## src/rtl/ear_clipping_triangulator_top_macros.svh

```systemverilog
// Assertion macros for the ear clipping triangulator.
`ifndef EAR_CLIPPING_TRIANGULATOR_TOP_MACROS_SVH
`define EAR_CLIPPING_TRIANGULATOR_TOP_MACROS_SVH
`ifndef SYNTHESIS
`define ECT_ASSERT_IMP(label, ante, cons) \
	label: assert property (@(posedge clk) disable iff (!arst_n) (ante) |-> (cons)) \
	else $error("ect assertion failed");
`define ECT_ASSERT_NXT(label, ante, cons) \
	label: assert property (@(posedge clk) disable iff (!arst_n) (ante) |=> (cons)) \
	else $error("ect assertion failed");
`else
`define ECT_ASSERT_IMP(label, ante, cons)
`define ECT_ASSERT_NXT(label, ante, cons)
`endif
`endif

```

## src/rtl/ect_pkg.sv

```systemverilog
// Types and constants shared by the ear clipping triangulator.
package ect_pkg;
	localparam int MAX_VERTS = 64;
	localparam int IDX_W = $clog2(MAX_VERTS);
	localparam int CNT_W = IDX_W + 1;
	localparam int COORD_W = 24;
	localparam int DIFF_W = COORD_W + 1;
	localparam int PROD_W = 2 * DIFF_W;

	typedef struct packed {
		logic signed [COORD_W-1:0] x;
		logic signed [COORD_W-1:0] y;
	} point_t;

	typedef struct packed {
		logic signed [DIFF_W-1:0] opa;
		logic signed [DIFF_W-1:0] opb;
	} mul_req_t;

	typedef struct packed {
		logic [IDX_W-1:0] a;
		logic [IDX_W-1:0] b;
		logic [IDX_W-1:0] c;
		logic has_tri;
		logic degen;
		logic dropped;
		logic last;
	} result_t;

	typedef enum logic [12:0] {
		ST_IDLE = 13'b0000000000001,
		ST_INIT = 13'b0000000000010,
		ST_FLA  = 13'b0000000000100,
		ST_FLD  = 13'b0000000001000,
		ST_FCD  = 13'b0000000010000,
		ST_ORP  = 13'b0000000100000,
		ST_ORQ  = 13'b0000001000000,
		ST_ORC  = 13'b0000010000000,
		ST_JSEL = 13'b0000100000000,
		ST_NXTC = 13'b0001000000000,
		ST_OUT  = 13'b0010000000000,
		ST_SHRD = 13'b0100000000000,
		ST_SHWR = 13'b1000000000000
	} state_t;

	typedef enum logic [1:0] {
		SL_A = 2'd0,
		SL_B = 2'd1,
		SL_C = 2'd2,
		SL_T = 2'd3
	} slot_t;

	typedef enum logic [1:0] {
		OP_EAR = 2'd0,
		OP_D1  = 2'd1,
		OP_D2  = 2'd2,
		OP_D3  = 2'd3
	} orient_op_t;
endpackage

```

## src/rtl/ect_mul.sv

```systemverilog
// Shared registered signed multiplier for the orientation tests.
module ect_mul
	import ect_pkg::*;
(
	input  logic                     clk,
	input  mul_req_t                 req,
	output logic signed [PROD_W-1:0] prod_q
);
	always_ff @(posedge clk) begin
		prod_q <= req.opa * req.opb;
	end
endmodule

```

## config.mk

```make
export PLATFORM = sky130hd
export DESIGN_NAME = ect_mul
export DESIGN_NICKNAME = d
export VERILOG_FILES = /design/src/rtl/ear_clipping_triangulator_top_macros.svh /design/src/rtl/ect_pkg.sv /design/src/rtl/ect_mul.sv
export SDC_FILE = /design/constraint.sdc
export NUM_CORES = 2
export LEC_CHECK = 0
export BUFFER_PORTS_ARGS = -buffer_cell sky130_fd_sc_hd__buf_2
export CORE_ASPECT_RATIO = 1.1
export CORE_UTILIZATION = 60
export DETAILED_ROUTE_END_ITERATION = 8
export GPL_TIMING_DRIVEN = 0
export PLACE_DENSITY = 0.78
export SYNTH_ARGS = -nofsm -noshare
export SYNTH_HDL_FRONTEND = slang
export SYNTH_SLANG_ARGS = --single-unit
```

## constraint.sdc

```tcl
create_clock -name clk -period 8.9 [get_ports clk]
set_input_delay 1.335 -clock clk [delete_from_list [all_inputs] [get_ports clk]]
set_output_delay 1.335 -clock clk [all_outputs]
set_load 0.02 [all_outputs]
```

* Yosys cells after proc, flatten, opt, wreduce, memory -nomap -nowiden *
Index checks and enable logic that the tools add are counted.

word-level totals
  bits of input ports = 51
  register bits after elaboration = 50
  logic and storage cells = 2
  output and inout port bits = 50

operators by class
  $mul = 1

operators by type and width
  cell                          number
  multiplier 25 x 25 -> 50 bit  1

* Depth between registers and ports, before layout *
  depth in word-level cells = 1
  depth in mapped cells = 26
  gate-level depth less buffers = 25

* Worst setup path before layout *
Ideal clock, no wire load.

  kind = input port to flip-flop
  from = in req[49] (netlist bit)
  to = reg prod_q[47]
  stages = 24
  arrival time = 7833 ps
  required time = 8779 ps
  slack = 946 ps
  buffers on the path = 2
  library setup time = 121 ps
  cell sequence = clkbuf_1 -> nand2_1 -> inv_1 -> fa_1 -> inv_1 -> fa_1 -> inv_1 -> fa_1 -> fa_1 -> fa_1 -> fa_1 -> inv_1 -> fa_1 -> inv_1 -> ha_1 -> clkbuf_1 -> a21o_1 -> a21o_1 -> a21oi_1 -> o21bai_1 -> a2bb2oi_1 -> o41ai_2 -> o41a_1 -> xor2_1

on the way
  longest elaborated chain between the ends = 1

ends and longest elaborated chain
  element                       RTL line       source
  start, declared               ect_mul.sv:6   input mul_req_t req,
  multiplier 25 x 25 -> 50 bit  ect_mul.sv:10  prod_q <= req.opa * req.opb;
  end signal, assigned          ect_mul.sv:10
  end, declared                 ect_mul.sv:7   output logic signed [PROD_W-1:0] prod_q

Every way passes these cells.

* Worst setup path in the final report *
  from = in req[1] (netlist bit)
  to = reg prod_q[48]

Same word-level chain as after synthesis.

==> results.json <==
{
  "synth_area_leader_cell": "fa_1",
  "io_pins": 101,
  "yosysSeqAreaShare_pct": 4.167,
  "crit_arrival_ps": 8930,
  "ys_ff_latch": 50,
  "fin_crit_sh_pct": 97.71,
  "post_drt_via_cell_ratio": 5.645,
  "die_h_um": 211.9,
  "largest_register_ff_count": 50,
  "fillers": 3273,
  "synth_area_per_cell_um2": 9.377,
  "grt.total_usage_pct": 40.95,
  "maxSlewViolCount": 0,
  "stdcell_count": 3178,
  "layout_commonest_cell": "inv_1",
  "async_flop_share_pct": 0,
  "synth-main-ff-cell": "dfxtp_1",
  "cts_buffer_depth": 2,
  "multi_input_area_um2": 20040,
  "startpoint_type": "primary input",
  "grt_antenna_before_repair": 8,
  "die-area_um2": 40840,
  "crit_path_end_kind": "register",
  "top_register": "prod_q",
  "row_count": 76,
  "htreeDepth": 2,
  "overflow": 0,
  "top_layer": "met5",
  "utilization_pct": 64.72,
  "cts_tree": "yes",
  "wl_met1_um": 25880,
  "synth_area_um2": 24020,
  "violations": "design-rule violations",
  "grt_max_degree": 19,
  "worst_hold_slack_ps": 1418,
  "clock.fmax_mhz": 115.0,
  "place.gp.congestion": 1.046,
  "start_util_pct": 61.17,
  "wirelength_um": 77600,
  "worst-path-max-fanout": 10,
  "status": "finished with violations",
  "routed-wl-met3_um": 6384,
  "synth_edf_count": 0,
  "finalSetupViolations": 0,
  "synth_nets": 3412,
  "cts_root_buffer": "clkbuf_16",
  "hold_buffers": 0,
  "placed_cells_incl_taps": 3169,
  "worstMarginPinSlew_ps": 1160,
  "synthTopCellsByArea": "fa_1 55%, inv_1 11%, and2_1 8.3%",
  "slew_headroom_pct": 22.43,
  "routedWlPerCell_um": 24.42,
  "hold_path_class": "in -> reg",
  "dp.final_hpwl_um": 65990,
  "final_nets": 3519,
  "ys_warn_count": 0,
  "drtAntennaViolNets": 0,
  "drive_gt1_share_pct": 6.292,
  "drc": 16,
  "crit_type": "in -> reg",
  "clkSinkCount": 50,
  "core_um2": 39270,
  "cts_made_buffers": 5,
  "port_buffers": 100,
  "syn_to_final_growth_pct": 5.797,
  "register_area_um2": 1001,
  "layout_common_cells": "699 x inv_1, 656 x fa_1, 320 x and2_1, 308 x nand2_1, 140 x ha_1",
  "grt_pass1_vias": 19880,
  "drtIter0Drc": 1223,
  "top_regs": "prod_q: 50 flops",
  "max-cap-violations": 0,
  "grt_first_pass_wirelength_um": 117400,
  "final.min_clock_period_ps": 8697,
  "vias": 17940,
  "clk_pin_slew_worst_paths_ps": 90,
  "synth_cell_type_count": 48,
  "rsz0062_at_grt": "no",
  "hold_viol": 0,
  "synth.top_cell.area_share_pct": 54.83,
  "die_w_um": 192.8,
  "drt_pre_antenna_iters": 8,
  "required_ps": 9130,
  "wl_met2_um": 37830,
  "postSynthCellCount": 2562
}
synthesized netlist by cell type (11+ instances only):
master / n
a21o_1: 22
a21oi_1: 43
and2_1: 320
clkbuf_1: 104
dfxtp_1: 50
fa_1: 658
ha_1: 141
inv_1: 699
nand2_1: 308
nand2b_1: 11
nor2_1: 30
nor2b_1: 21
o21ai_0: 19
xnor2_1: 39
xor2_1: 19
worst paths after layout:
check	start	end	slack, ps	depth (start not counted)
worst max-delay path	req[1]	prod_q[48]$_DFF_P_	200	24
worst min-delay path	req[25]	prod_q[0]$_DFF_P_	1420	2
final cells by class:
class	instances	area share [%]
Inverter	699	10.32
Tap cell	507	2.496
Clock buffer	5	0.4923
Multi-Input combinational cell	1709	78.86
Sequential cell	50	3.938
Antenna cell	1	0.009846
Clock inverter	3	0.1132
Buffer	99	1.654
Timing Repair Buffer	105	2.117
timing repair:
action,CTS,global route
pin swaps,0,2
setup buffers,0,5
resized for setup,18,64
endpoints found under the setup margin,9,8
metal layers:
metal  vias up  global-route usage (%)
li1       7489                       -
met1      9125                   46.36
met2       961                   68.06
met3       360                   7.875
met4         6                   31.55
met5         -                       0
stage by stage:
step	instance area, µm²	TNS, ps	worst slack [ps]
after floorplan	24020	0	946.2
after global placement	25160	-5626	-868.8
after detailed placement	25160	-7283	-946.4
after CTS	25340	0	0.02842
after global routing	25420	0	8.738
final	25420	0	203.5
kinds of logic (layout without fill, tap and decap cells):
family                     Yosys count  after routing  synth area share (%)
buffers and inverters              803            911                 12.55
adders and majority gates          799            799                 62.18
and+or+nand+nor                    714            714                 15.01
AOI/OAI and AO/OA                  137            137                 3.938
xor gates and xnor gates            58             58                 2.115
DFF                                 50             50                 4.167
muxes                                1              1               0.04687
other                                0              1                     0
worst max-delay path, cell delays in order:
cell and delay, ps:
buf_2 180, clkbuf_1 620, and2_1 260, fa_1 450, fa_1 570, inv_1 70
fa_1 460, fa_1 550, inv_1 60, fa_1 450, fa_1 510, inv_1 60
fa_1 690, inv_1 80, ha_1 260, a21oi_2 370, nand2_1 110, nor2_1 120
o211ai_2 210, a21oi_2 520, o41ai_4 200, a41oi_1 470, o21ai_1 140, xor2_1 170
Power is left out: the tool's default activity adds up to more than one toggle a clock period on the data nets, which glitch-free logic cannot reach.
